## src/rtl/vsrp_pkg.sv

```systemverilog
package vsrp_pkg;

  localparam int unsigned NUM_WORDS   = 7;
  localparam int unsigned QDEPTH      = 4;
  localparam int unsigned QPTR_W      = $clog2(QDEPTH);
  localparam logic [31:0] LIMIT_RESET = 32'd1000000;

  localparam logic [2:0] ST_OK    = 3'd0;
  localparam logic [2:0] ST_MAGIC = 3'd1;
  localparam logic [2:0] ST_COUNT = 3'd2;
  localparam logic [2:0] ST_NOTAG = 3'd3;
  localparam logic [2:0] ST_TRUNC = 3'd4;
  localparam logic [2:0] ST_TYPE  = 3'd5;
  localparam logic [2:0] ST_TRAIL = 3'd6;

  localparam logic [2:0] KIND_NONE    = 3'd0;
  localparam logic [2:0] KIND_LINE    = 3'd1;
  localparam logic [2:0] KIND_RECT    = 3'd2;
  localparam logic [2:0] KIND_ELLIPSE = 3'd3;
  localparam logic [2:0] KIND_CIRCLE  = 3'd4;

  localparam logic [7:0] CH_ZERO = 8'h30;
  localparam logic [7:0] CH_ONE  = 8'h31;

  typedef enum logic [1:0] {
    PH_MAGIC,
    PH_COUNT,
    PH_TAG,
    PH_BODY
  } vsrp_phase_t;

  // Byte as queued by the front end, with its classification.
  typedef struct packed {
    logic [7:0] data;
    logic       last;
    logic       tag_ok;   // type byte 1..4
    logic       fmt_ok;   // '0' or '1'
    logic       fmt_rot;  // '1'
  } vsrp_item_t;

  typedef struct packed {
    logic                        shape_valid;
    logic [2:0]                  kind;
    logic                        with_rot;
    logic [NUM_WORDS-1:0][31:0]  words;
    logic                        done;
    logic [2:0]                  status;
  } vsrp_result_t;

  function automatic logic [7:0] magic_byte(input logic [1:0] idx);
    logic [7:0] v;
    unique case (idx)
      2'd0:    v = 8'h56;  // V
      2'd1:    v = 8'h45;  // E
      2'd2:    v = 8'h43;  // C
      default: v = 8'h00;
    endcase
    return v;
  endfunction

  function automatic logic [2:0] words_needed(input logic [2:0] kind, input logic rot);
    logic [2:0] n;
    unique case (kind)
      KIND_LINE:                n = 3'd6;
      KIND_RECT, KIND_ELLIPSE:  n = rot ? 3'd7 : 3'd6;
      default:                  n = 3'd5;
    endcase
    return n;
  endfunction

endpackage

```

## src/rtl/vsrp_front.sv

```systemverilog
module vsrp_front
  import vsrp_pkg::*;
(
  input  logic       clk,
  input  logic       rst_n,
  input  logic       in_valid,
  output logic       in_stall,
  input  logic [7:0] in_data_byte,
  input  logic       in_last_byte,
  output logic       q_valid,
  output vsrp_item_t q_item,
  input  logic       q_pop
);

  vsrp_item_t          mem_r [QDEPTH];
  logic [QPTR_W-1:0]   wr_ptr_r, wr_ptr_nxt;
  logic [QPTR_W-1:0]   rd_ptr_r, rd_ptr_nxt;
  logic [QPTR_W:0]     cnt_r, cnt_nxt;
  logic                push, pop;
  vsrp_item_t          item_in;

  assign in_stall = (cnt_r == (QPTR_W+1)'(QDEPTH));
  assign q_valid  = (cnt_r != '0);
  assign q_item   = mem_r[rd_ptr_r];
  assign push     = in_valid && !in_stall;
  assign pop      = q_pop && q_valid;

  always_comb begin
    item_in.data    = in_data_byte;
    item_in.last    = in_last_byte;
    item_in.tag_ok  = (in_data_byte >= 8'd1) && (in_data_byte <= 8'd4);
    item_in.fmt_ok  = (in_data_byte == CH_ZERO) || (in_data_byte == CH_ONE);
    item_in.fmt_rot = (in_data_byte == CH_ONE);
  end

  always_comb begin
    wr_ptr_nxt = push ? wr_ptr_r + 1'b1 : wr_ptr_r;
    rd_ptr_nxt = pop ? rd_ptr_r + 1'b1 : rd_ptr_r;
    unique case ({push, pop})
      2'b10:   cnt_nxt = cnt_r + 1'b1;
      2'b01:   cnt_nxt = cnt_r - 1'b1;
      default: cnt_nxt = cnt_r;
    endcase
  end

  always_ff @(posedge clk) begin
    if (!rst_n) begin
      wr_ptr_r <= '0;
      rd_ptr_r <= '0;
      cnt_r    <= '0;
    end else begin
      wr_ptr_r <= wr_ptr_nxt;
      rd_ptr_r <= rd_ptr_nxt;
      cnt_r    <= cnt_nxt;
    end
  end

  always_ff @(posedge clk) begin
    if (push) begin
      mem_r[wr_ptr_r] <= item_in;
    end
  end

endmodule

```

## src/rtl/vsrp_back.sv

```systemverilog
module vsrp_back
  import vsrp_pkg::*;
(
  input  logic         clk,
  input  logic         rst_n,
  input  logic         cfg_wr_en,
  input  logic [31:0]  cfg_wr_data,
  input  logic         q_valid,
  input  vsrp_item_t   q_item,
  output logic         q_pop,
  output logic         out_valid,
  input  logic         out_stall,
  output vsrp_result_t res
);

  vsrp_phase_t                phase_r, phase_nxt;
  logic [4:0]                 pos_r, pos_nxt;
  logic                       rot_r, rot_nxt;
  logic [31:0]                count_r, count_nxt;
  logic [31:0]                left_r, left_nxt;
  logic [2:0]                 kind_r, kind_nxt;
  logic [NUM_WORDS-1:0][31:0] words_r, words_nxt;
  logic                       drop_r, drop_nxt;
  logic [31:0]                limit_r;
  logic                       out_valid_r;
  vsrp_result_t               res_r;

  logic                       step;
  logic [7:0]                 b;
  logic                       last;
  logic [4:0]                 pos_inc;
  logic [5:0]                 pos6;
  logic [31:0]                cnt_word;
  logic                       cnt_end;
  logic                       cnt_bad;
  logic [NUM_WORDS-1:0][31:0] words_mrg;
  logic                       body_end;
  logic [31:0]                left_dec;

  logic                       r_shape;
  logic                       r_done;
  logic [2:0]                 r_status;

  assign step    = q_valid && (!out_valid_r || !out_stall);
  assign q_pop   = step;
  assign b       = q_item.data;
  assign last    = q_item.last;
  assign pos_inc = pos_r + 5'd1;
  assign pos6    = {1'b0, pos_r} + 6'd1;
  assign cnt_end = (pos_r[1:0] == 2'd3);
  assign cnt_bad = (cnt_word > limit_r);
  assign left_dec = left_r - 32'd1;
  assign body_end = (pos6 >= {1'b0, words_needed(kind_r, rot_r), 2'b00});

  // Byte lanes land in place; the target is zero when written.
  always_comb begin
    cnt_word = count_r;
    cnt_word[{pos_r[1:0], 3'b000} +: 8] = b;
  end

  always_comb begin
    words_mrg = words_r;
    for (int w = 0; w < NUM_WORDS; w++) begin
      if (pos_r[4:2] == 3'(w)) begin
        words_mrg[w][{pos_r[1:0], 3'b000} +: 8] = b;
      end
    end
  end

  // Result decision per byte.
  always_comb begin
    r_shape  = 1'b0;
    r_done   = 1'b0;
    r_status = ST_OK;
    if (step && !drop_r) begin
      unique case (phase_r)
        PH_COUNT: begin
          if (cnt_end) begin
            if (cnt_bad) begin
              r_done = 1'b1; r_status = ST_COUNT;
            end else if (last) begin
              r_done = 1'b1; r_status = (cnt_word == '0) ? ST_OK : ST_NOTAG;
            end
          end else if (last) begin
            r_done = 1'b1; r_status = ST_COUNT;
          end
        end
        PH_TAG: begin
          if (left_r == '0) begin
            r_done = 1'b1; r_status = ST_TRAIL;
          end else if (!q_item.tag_ok) begin
            r_done = 1'b1; r_status = ST_TYPE;
          end else if (last) begin
            r_done = 1'b1; r_status = ST_TRUNC;
          end
        end
        PH_BODY: begin
          if (body_end) begin
            r_shape = 1'b1;
            if (last) begin
              r_done = 1'b1; r_status = (left_dec == '0) ? ST_OK : ST_NOTAG;
            end
          end else if (last) begin
            r_done = 1'b1; r_status = ST_TRUNC;
          end
        end
        PH_MAGIC: begin
          if (pos_r < 5'd3) begin
            if (b != magic_byte(pos_r[1:0]) || last) begin
              r_done = 1'b1; r_status = ST_MAGIC;
            end
          end else if (!q_item.fmt_ok) begin
            r_done = 1'b1; r_status = ST_MAGIC;
          end else if (last) begin
            r_done = 1'b1; r_status = ST_COUNT;
          end
        end
        default: ;
      endcase
    end
  end

  // Next parse state.
  always_comb begin
    phase_nxt = phase_r;
    pos_nxt   = pos_r;
    rot_nxt   = rot_r;
    count_nxt = count_r;
    left_nxt  = left_r;
    kind_nxt  = kind_r;
    words_nxt = words_r;
    drop_nxt  = drop_r;
    if (step) begin
      if (drop_r || r_done) begin
        // back to the start of a buffer; word store is cleared at the next tag
        if (drop_r) begin
          drop_nxt = !last;
          if (last) drop_nxt = 1'b0;
        end else begin
          drop_nxt = !last;
        end
        if (!drop_r || last) begin
          phase_nxt = PH_MAGIC;
          pos_nxt   = '0;
          rot_nxt   = 1'b0;
          count_nxt = '0;
          left_nxt  = '0;
          kind_nxt  = KIND_NONE;
        end
      end else begin
        unique case (phase_r)
          PH_COUNT: begin
            count_nxt = cnt_word;
            if (cnt_end) begin
              left_nxt  = cnt_word;
              phase_nxt = PH_TAG;
              pos_nxt   = '0;
            end else begin
              pos_nxt = pos_inc;
            end
          end
          PH_TAG: begin
            kind_nxt  = b[2:0];
            words_nxt = '0;
            phase_nxt = PH_BODY;
            pos_nxt   = '0;
          end
          PH_BODY: begin
            words_nxt = words_mrg;
            if (body_end) begin
              left_nxt  = left_dec;
              phase_nxt = PH_TAG;
              pos_nxt   = '0;
              kind_nxt  = KIND_NONE;
            end else begin
              pos_nxt = pos_inc;
            end
          end
          PH_MAGIC: begin
            if (pos_r < 5'd3) begin
              pos_nxt = pos_inc;
            end else begin
              rot_nxt   = q_item.fmt_rot;
              phase_nxt = PH_COUNT;
              pos_nxt   = '0;
              count_nxt = '0;
            end
          end
          default: ;
        endcase
      end
    end
  end

  always_ff @(posedge clk) begin
    if (!rst_n) begin
      phase_r     <= PH_MAGIC;
      pos_r       <= '0;
      rot_r       <= 1'b0;
      count_r     <= '0;
      left_r      <= '0;
      kind_r      <= KIND_NONE;
      drop_r      <= 1'b0;
      limit_r     <= LIMIT_RESET;
      out_valid_r <= 1'b0;
    end else begin
      phase_r <= phase_nxt;
      pos_r   <= pos_nxt;
      rot_r   <= rot_nxt;
      count_r <= count_nxt;
      left_r  <= left_nxt;
      kind_r  <= kind_nxt;
      drop_r  <= drop_nxt;
      if (cfg_wr_en) begin
        limit_r <= cfg_wr_data;
      end
      if (step) begin
        out_valid_r <= r_shape || r_done;
      end else if (!out_stall) begin
        out_valid_r <= 1'b0;
      end
    end
  end

  always_ff @(posedge clk) begin
    if (!rst_n) begin
      words_r <= '0;
    end else begin
      words_r <= words_nxt;
    end
  end

  always_ff @(posedge clk) begin
    if (step) begin
      res_r.shape_valid <= r_shape;
      res_r.kind        <= r_shape ? kind_r : KIND_NONE;
      res_r.with_rot    <= r_shape && rot_r;
      res_r.words       <= r_shape ? words_mrg : '0;
      res_r.done        <= r_done;
      res_r.status      <= r_status;
    end
  end

  assign out_valid = out_valid_r;
  assign res       = res_r;

endmodule

```

## src/rtl/vector_shape_record_parser.sv

```systemverilog
// Vector shape record parser. Bytes of an encoded shape buffer enter on the
// in_ channel (last byte marked) and leave as one result per completed record
// or final status on the out_ channel. Sustained rate is one byte per clock
// while out_stall is low. With the queue ahead of it empty, an accepted byte
// goes into the four-entry input queue, from which the parse stage reads it
// and loads the output register. in_stall rises only when the queue is full,
// so a stalled output holds at most four more bytes. shape_limit is written
// through cfg_wr_en/cfg_wr_data and resets to 1000000; the user must write
// it only while the block is idle, which the block itself does not enforce.
module vector_shape_record_parser
  import vsrp_pkg::*;
(
  input  logic        clk,
  input  logic        rst_n,
  input  logic        cfg_wr_en,
  input  logic [31:0] cfg_wr_data,
  input  logic        in_valid,
  output logic        in_stall,
  input  logic [7:0]  in_data_byte,
  input  logic        in_last_byte,
  output logic        out_valid,
  input  logic        out_stall,
  output logic        out_shape_valid,
  output logic [2:0]  out_kind,
  output logic        out_with_rotation,
  output logic [31:0] out_word_zero,
  output logic [31:0] out_word_one,
  output logic [31:0] out_word_two,
  output logic [31:0] out_word_three,
  output logic [31:0] out_word_four,
  output logic [31:0] out_word_five,
  output logic [31:0] out_word_six,
  output logic        out_done_res,
  output logic [2:0]  out_status
);

  logic         q_valid;
  logic         q_pop;
  vsrp_item_t   q_item;
  vsrp_result_t res;

  vsrp_front u_front (
    .clk          (clk),
    .rst_n        (rst_n),
    .in_valid     (in_valid),
    .in_stall     (in_stall),
    .in_data_byte (in_data_byte),
    .in_last_byte (in_last_byte),
    .q_valid      (q_valid),
    .q_item       (q_item),
    .q_pop        (q_pop)
  );

  vsrp_back u_back (
    .clk         (clk),
    .rst_n       (rst_n),
    .cfg_wr_en   (cfg_wr_en),
    .cfg_wr_data (cfg_wr_data),
    .q_valid     (q_valid),
    .q_item      (q_item),
    .q_pop       (q_pop),
    .out_valid   (out_valid),
    .out_stall   (out_stall),
    .res         (res)
  );

  assign out_shape_valid   = res.shape_valid;
  assign out_kind          = res.kind;
  assign out_with_rotation = res.with_rot;
  assign out_word_zero     = res.words[0];
  assign out_word_one      = res.words[1];
  assign out_word_two      = res.words[2];
  assign out_word_three    = res.words[3];
  assign out_word_four     = res.words[4];
  assign out_word_five     = res.words[5];
  assign out_word_six      = res.words[6];
  assign out_done_res      = res.done;
  assign out_status        = res.status;

endmodule

```

## config.mk

```make
export PLATFORM = sky130hd
export DESIGN_NAME = vector_shape_record_parser
export DESIGN_NICKNAME = d
export VERILOG_FILES = /design/src/rtl/vsrp_pkg.sv /design/src/rtl/vsrp_front.sv /design/src/rtl/vsrp_back.sv /design/src/rtl/vector_shape_record_parser.sv
export SDC_FILE = /design/constraint.sdc
export NUM_CORES = 1
export LEC_CHECK = 0
export BUFFER_PORTS_ARGS = -buffer_cell sky130_fd_sc_hd__buf_2
export CAP_MARGIN = 10
export CORE_UTILIZATION = 64
export CTS_CLUSTER_SIZE = 24
export DETAILED_ROUTE_END_ITERATION = 10
export GPL_ROUTABILITY_DRIVEN = 0
export PLACE_DENSITY = 0.86
export SLEW_MARGIN = 20
export SYNTH_ARGS = -nofsm -noshare
export SYNTH_HDL_FRONTEND = slang
export SYNTH_SLANG_ARGS = --single-unit
```

## constraint.sdc

```tcl
create_clock -name clk -period 16.6 [get_ports clk]
set_input_delay 1.66 -clock clk [delete_from_list [all_inputs] [get_ports clk]]
set_output_delay 1.66 -clock clk [all_outputs]
set_load 0.02 [all_outputs]
```

==> results of run 1 <==
## cells in the mapped netlist, drive strengths merged, types with 18 or more instances
cell type  instances
a21oi            208
o21ai            112
a22oi            217
buf               33
nand2            401
clkbuf           174
nor4              23
nor3              27
nor2             453
mux2i            127
and2              41
nand3             39
nand4             18
inv               83
edfxtp           281
ha                53
dfxtp            342
## power groups by stage
stage	registers, mW	logic [mW]	clock network, mW
after detailed placement	2.12	1.07	0
after CTS	2.08	1.08	1.39
after global routing	2.10	1.15	1.45
final	2.08	1.09	1.39
after global placement	2.11	1.05	0
after floorplan	2.46	0.410	0
## cell families after synthesis
family | count (synthesis)
AO/OA/AOI/OAI | 628
flip-flops | 623
buffers and inverters | 291
adder cells (fa/ha/maj) | 54
XOR/XNOR | 23
AND/OR/NAND/NOR | 1074
multiplexers | 148
## how the worst max path moves through the flow
| stage | start | endpoint | slack, ns | depth (start not counted) |
|---|---|---|---|---|
| finish | u_back.pos_r[0] | u_back.count_r[6] | 10.56 | 15 |
| global route | u_back.pos_r[0] | u_back.left_r[17] | 10.19 | 15 |
| CTS | u_back.pos_r[0] | u_back.count_r[6] | 10.67 | 15 |
| detailed placement | u_back.pos_r[0] | u_back.count_r[6] | 10.70 | 15 |
| global placement | u_back.pos_r[0] | u_back.count_r[6] | 10.95 | 15 |
| floorplan | out_stall | u_back.count_r[11] | 7.29 | 7 |
## cell type report
class / count / area (µm²) / share of cell area
flip-flops and latches: 623 / 15300 / 0.493
multi-input cells: 1927 / 11200 / 0.361
clock buffers: 82 / 1660 / 0.0533
repair buffers: 299 / 1550 / 0.0499
well taps: 539 / 674 / 0.0217
inverters: 84 / 328 / 0.0106
clock inverters: 30 / 325 / 0.0105
## worst max-delay path: cells and delay by family, from the launching register on
family	cells	cell delay (ns)
compound gates	4	1.24
fa+ha+maj	2	0.69
buf+inv	2	0.38
flops	1	0.61
mux	1	0.38
simple gates	6	2.56
## registers in the layout, indices dropped and copies added, names as in the netlist, named ones only
signal	cells
u_back.res	233
u_back.words_r	224
u_front.mem_r	48
u_back.count_r	32
u_back.left_r	32
u_back.limit_r	32
u_back.pos_r	5
u_back.kind_r	3
u_front.cnt_r	3
u_back.phase_r	2
u_front.rd_ptr_r	2
u_front.wr_ptr_r	2
u_back.drop_r	1
u_back.out_valid	1
u_back.rot_r	1
## routing by layer
metal  share of wire  track usage  wire length [µm]
met2            0.47        0.556             36500
met1            0.37        0.448             28500
met4           0.053        0.172              4120
met5               0            0                 0
met3            0.11       0.0718              8770
==> summary.md, run 1 <==
| Metric | Value |
|---|---|
| Kind of end point of the critical path | flop |
| Global-route wire length before repair | 119000 µm |
| Critical-path cell list | inv_1 > ha_1 > nor3b_1 > and2_0 > mux2i_1 > inv_1 > ha_1 > nand4_1 > or4_1 > or3_1 > a31o_2 > and3_1 > o21ai_2 > o21ba_2 > o22ai_1 |
| Vias post-DR | 23.5k |
| Hold_buf cts | 0 |
| Reg2reg path depth | 15 |
| Nets | 3095 |
| # clock sinks | 623 |
| CP max FO | 24 |
| Int Power | 3.05 mW |
| EDFF count, synth | 281 |
| Worst Setup Start Kind | flop |
| WHS | 0.456 ns |
| Sw Pwr | 1.51 mW |
| Headroom to the max-slew limit | 0.228 |
| Unrepaired setup endpoints after global routing | false |
| First-pass DRT Iterations | 7 |
| Root buf cell | clkbuf_16 |
| Pwr Total | 4.56 mW |
| Die width | 210 µm |
| Final Max Tran Viols | 0 |
| Area delta synth->final | 12.4% |
| Final setup fails | 0 |
| Worst-margin pin slew | 1.16 ns |
| PortBufs | 280 |
| Row count | 75 |
| Final Util | 0.735 |
| Largest family of logic cells by synthesized area | simple AND/OR/NAND/NOR gates |
| Clock skew | 0.0130 ns |
| Area contributors post-synth | edfxtp_1, dfxtp_1, nor2_1 |
| Clock-pin slew on the worst setup and hold paths | 0.06 ns |
| Post-place setup slack | 10.70 ns |
| Peak supply drop | 0.136 mV |
| Final routed DRC violation total | 0 |
| Fin crit share | 0.364 |
| Layout fillers | 2910 |
| P_leak | 11.8 nW |
| Dpl cells | 3472 |
| Hold Path Depth | 2 |
| R2R setup slack | 10.56 ns |
| Drt wl/cell | 21.7 µm |
| TritonCTS clock tree | built |
| Critical Path RT | 17.08 ns |
| Clk buf depth | 3 |
| Fmax | 166 MHz |
| Post-CTS Setup Repair Bufs | 0 |
| Share of cells above drive strength 1 | 0.149 |
| CP arrival | 6.52 ns |
| Crit-path slowest cell | and2_0 |
| Pwr/cell area | 147 mW/mm² |
| GRT overflow | 0 |
| Largest net degree at the start of global routing | 106 |
| Dominant synthesized flop cell | dfxtp_1 |
| H-tree depth | 2 |
| Post-synthesis cell area | 0.0276 mm² |
| Syn Area/Cell | 9.71 µm² |
| Most common cell after layout, fill and taps aside | nor2_1 |
| Min cycle time layout | 6.04 ns |
| DR vias/cell | 6.55 |
| Area of the core | 0.0422 mm² |
| Setup TNS | 0 ns |
| Mapped Nets | 2941 |
| CP max stage delay | 0.86 ns |
| YS warnings | 0 |
| CTS Buf Count | 60 |
| PostCTS Resize Cnt | 0 |
| Part of the Yosys area used for sequential elements | 0.554 |
| Worst hold endpoint | u_back.count_r[15] |
| Antenna cell count | 0 |
| HP Start | u_back.count_r[15] |
| DIE AREA | 0.0440 mm² |
| Aggregate global-route resource usage | 0.346 |
| I/O pin cnt | 281 |
| Post-synth ARST share | 0 |
| Hold Crit Class | reg -> reg |
| Max-cap violations | 0 |
| Net Sw Frac | 0.331 |
| Die Ht | 210 µm |
| FF-to-FF Start | u_back.pos_r[0] |
| Non-Filler Instances | 3584 |
| Combinational share of power | 0.239 |
| Capturing point of the worst reg2reg path | u_back.count_r[6] |
| Post-synthesis simple-gate area fraction | 0.167 |
| Final instance area | 0.0310 mm² |
| Final Hold Viols | 0 |
| Post-synth top area share | 0.306 |
| Synth area leader | edfxtp_1 |
| Post-Synth XOR/XNOR Area | 0.00730 |
| Mux contribution to synthesized area | 0.0595 |
| Remaining antenna violation count | 0 |
| Later-pin clock latency in the skew report | 0.63 ns |
| Synth cell types | 81 |
| Compound-cell area share of the yosys netlist | 0.147 |
| Sequential power share | 0.457 |
| Routed wire length | 77900 µm |
| Initial antenna violation count | 0 |
| Synthesized-area fraction occupied by adder cells | 0.0248 |
| Starting DRC count in detailed routing | 3470 |
| Yosys reg bits | 623 |
| Final worst-path setup slack | 10.56 ns |
| Vias in the first global route | 22.1k |
| Setup CP Type | reg -> reg |
| Cells after synthesis | 2841 |
| Status | completed |
| Placed cell areas | 0.0290 mm² |
| Power share of the clock group | 0.305 |
| DP HPWL | 52400 µm |
| Initial core utilization | 0.654 |
| Most frequent cells in the layout | nor2_1, nand2_1, dfxtp_1 |
(Power assumes the default switching activity.)
==> run 2: changes to the inputs <==
--- a/config.mk
+++ b/config.mk
@@ -7,11 +7,11 @@
 export LEC_CHECK = 0
 export BUFFER_PORTS_ARGS = -buffer_cell sky130_fd_sc_hd__buf_2
 export CAP_MARGIN = 10
-export CORE_UTILIZATION = 64
+export CORE_UTILIZATION = 53
 export CTS_CLUSTER_SIZE = 24
 export DETAILED_ROUTE_END_ITERATION = 10
 export GPL_ROUTABILITY_DRIVEN = 0
-export PLACE_DENSITY = 0.86
+export PLACE_DENSITY = 0.76
 export SLEW_MARGIN = 20
 export SYNTH_ARGS = -nofsm -noshare
 export SYNTH_HDL_FRONTEND = slang
==> constraint.sdc (replaced) <==
create_clock -name clk -period 5.54 [get_ports clk]
set_input_delay 0.554 -clock clk [delete_from_list [all_inputs] [get_ports clk]]
set_output_delay 0.554 -clock clk [all_outputs]
set_load 0.02 [all_outputs]
==> run 2 against run 1 <==
Combinational power increased to 3.1 times the previous value. Clock power increased to 3.2 times the previous value. Critical path depth increased by 1. Final area increased by 2.1%. Sequential share of layout area decreased by 1.0 points. Clock skew increased by 0.0049 ns. Final cell count increased by 5.0%. Largest power group unchanged.
==> summary.md, run 2 (synthesis gave the netlist of run 1 again) <==
| Metric | Value |
|---|---|
| HP Start | cfg_wr_data[9] (was u_back.count_r[15]) |
| PostCTS Resize Cnt | 0 (unchanged) |
| Final setup fails | 0 (unchanged) |
| FF-to-FF Start | u_back.pos_r[0] (unchanged) |
| Unrepaired setup endpoints after global routing | false (unchanged) |
| Most frequent cells in the layout | nor2_1, nand2_1, dfxtp_1 (unchanged) |
| Post-place setup slack | 0.317 ns (was 10.70 ns) |
| Crit. Startpoint | u_back.pos_r[0] (unchanged) |
| Root buf cell | clkbuf_16 (unchanged) |
| Final routed DRC violation total | 0 (unchanged) |
| P_leak | 12.1 nW (was 11.8 nW) |
| Most common cell after layout, fill and taps aside | nor2_1 (unchanged) |
| Global-route wire length before repair | 120000 µm (was 119000 µm) |
| Post-CTS Setup Repair Bufs | 0 (unchanged) |
| H-tree depth | 2 (unchanged) |
| Drt wl/cell | 21.0 µm (was 21.7 µm) |
| Worst Setup Start Kind | flop (unchanged) |
| CP arrival | 5.70 ns (was 6.52 ns) |
| I/O pin cnt | 281 (unchanged) |
| Later-pin clock latency in the skew report | 0.64 ns (was 0.63 ns) |
| Remaining antenna violation count | 0 (unchanged) |
| Routed wire length | 78900 µm (was 77900 µm) |
| Max FFs per register | 233 (unchanged) |
| Kind of end point of the critical path | flop (unchanged) |
| Nets | 3129 (was 3095) |
| R2R setup slack | 0.39 ns (was 10.56 ns) |
| Share of cells above drive strength 1 | 0.163 (was 0.149) |
| Clock-pin slew on the worst setup and hold paths | 0.07 ns (was 0.06 ns) |
| Vias post-DR | 22.9k (was 23.5k) |
| Hold_buf cts | 0 (unchanged) |
| Antenna cell count | 0 (unchanged) |
| Final Hold Viols | 0 (unchanged) |
| Largest net degree at the start of global routing | 119 (was 106) |
| Clk buf depth | 3 (unchanged) |
| Worst-margin pin slew | 1.14 ns (was 1.16 ns) |
| CTS Buf Count | 61 (was 60) |
| Top Layer Used | met5 (was met4) |
| Fin crit share | 0.930 (was 0.364) |
| Critical Path RT | 6.09 ns (was 17.08 ns) |
| Clock skew | 0.0179 ns (was 0.0130 ns) |
| Peak supply drop | 0.335 mV (was 0.136 mV) |
| PortBufs | 280 (unchanged) |
| Final Max Tran Viols | 0 (unchanged) |
| Pwr/cell area | 441 mW/mm² (was 147 mW/mm²) |
| Final Util | 0.616 (was 0.735) |
| Fmax | 194 MHz (was 166 MHz) |
| Area of the core | 0.0514 mm² (was 0.0422 mm²) |
| Vias in the first global route | 21.7k (was 22.1k) |
| Headroom to the max-slew limit | 0.237 (was 0.228) |
| Initial core utilization | 0.537 (was 0.654) |
| Post-Route M1 WL | 31800 µm (was 28500 µm) |
| Setup CP Type | reg -> reg (unchanged) |
| Die width | 230 µm (was 210 µm) |
| Die Ht | 230 µm (was 210 µm) |
| Area delta synth->final | 14.8% (was 12.4%) |
| DP HPWL | 54700 µm (was 52400 µm) |
| Max-cap violations | 0 (unchanged) |
| Setup TNS | 0 ns (unchanged) |
| DR vias/cell | 6.09 (was 6.55) |
| DIE AREA | 0.0530 mm² (was 0.0440 mm²) |
| Hold Crit Class | in -> reg (was reg -> reg) |
| Initial antenna violation count | 1 (was 0) |
| Min cycle time layout | 5.15 ns (was 6.04 ns) |
| # clock sinks | 623 (unchanged) |
| GRT overflow | 0 (unchanged) |
| Row count | 83 (was 75) |
| TritonCTS clock tree | built (unchanged) |
| Final worst-path setup slack | 0.390 ns (was 10.56 ns) |
| DR WL met3 | 7160 µm (was 8770 µm) |
| Starting DRC count in detailed routing | 3089 (was 3470) |
| CP max FO | 15 (was 24) |
| Aggregate global-route resource usage | 0.288 (was 0.346) |
| Status | completed (unchanged) |
| First-pass DRT Iterations | 6 (was 7) |
| Met2 WL | 36400 µm (was 36500 µm) |
## run 2: critical path, cell delays in order, from the launching register on
cell and delay (ns):
dfxtp_2 0.40, inv_1 0.20, ha_1 0.37, inv_1 0.14, ha_1 0.25, and4_2 0.38
mux2i_1 0.53, inv_1 0.11, ha_1 0.30, nand4_1 0.17, nor4_1 0.45, and2_1 0.22
a311o_1 0.18, and3_1 0.35, nor2_1 0.14, or3_1 0.61, o21ai_0 0.26
## run 2: area by class of cell
class / instances / area [µm²]
clock buffer: 79 / 1670
fill: 4177 / 19700
clock inverter: 37 / 479
tap: 680 / 851
timing repair buffer: 332 / 1830
inverter: 84 / 328
multi-input combinational: 1927 / 11200
sequential: 623 / 15300
## run 2: report_power, final
part           total, mW  internal (mW)  switching (mW)
Sequential          6.20           5.91           0.287
Clock               4.42           2.60            1.81
Combinational       3.36          0.861            2.50
## run 2: final timing paths
check                                     endpoint  cells past startpoint
worst min register to register  u_back.count_r[31]                      2
worst max-delay path            u_back.words_r[36]                     16
worst max register to register  u_back.words_r[36]                     16
worst min-delay path             u_back.limit_r[9]                      3
## run 2: per-layer routing
layer / GRT usage / up-vias
li1: - / 10400
met1: 0.390 / 10900
met2: 0.456 / 1302
met5: 0 / -
met4: 0.131 / 2
met3: 0.0464 / 254
## run 2: stage by stage
| stage | hold WS (ns) | std cells | total power, mW | cell area [µm²] |
|---|---|---|---|---|
| floorplan | 0.424 | 2841 | 8.45 | 27600 |
| global placement | 0.433 | 3646 | 9.57 | 29500 |
| detailed placement | 0.443 | 3646 | 9.64 | 29500 |
| CTS | 0.124 | 3762 | 14.0 | 31700 |
| global route | 0.143 | 3762 | 14.4 | 31700 |
| finish | 0.148 | 3762 | 14.0 | 31700 |
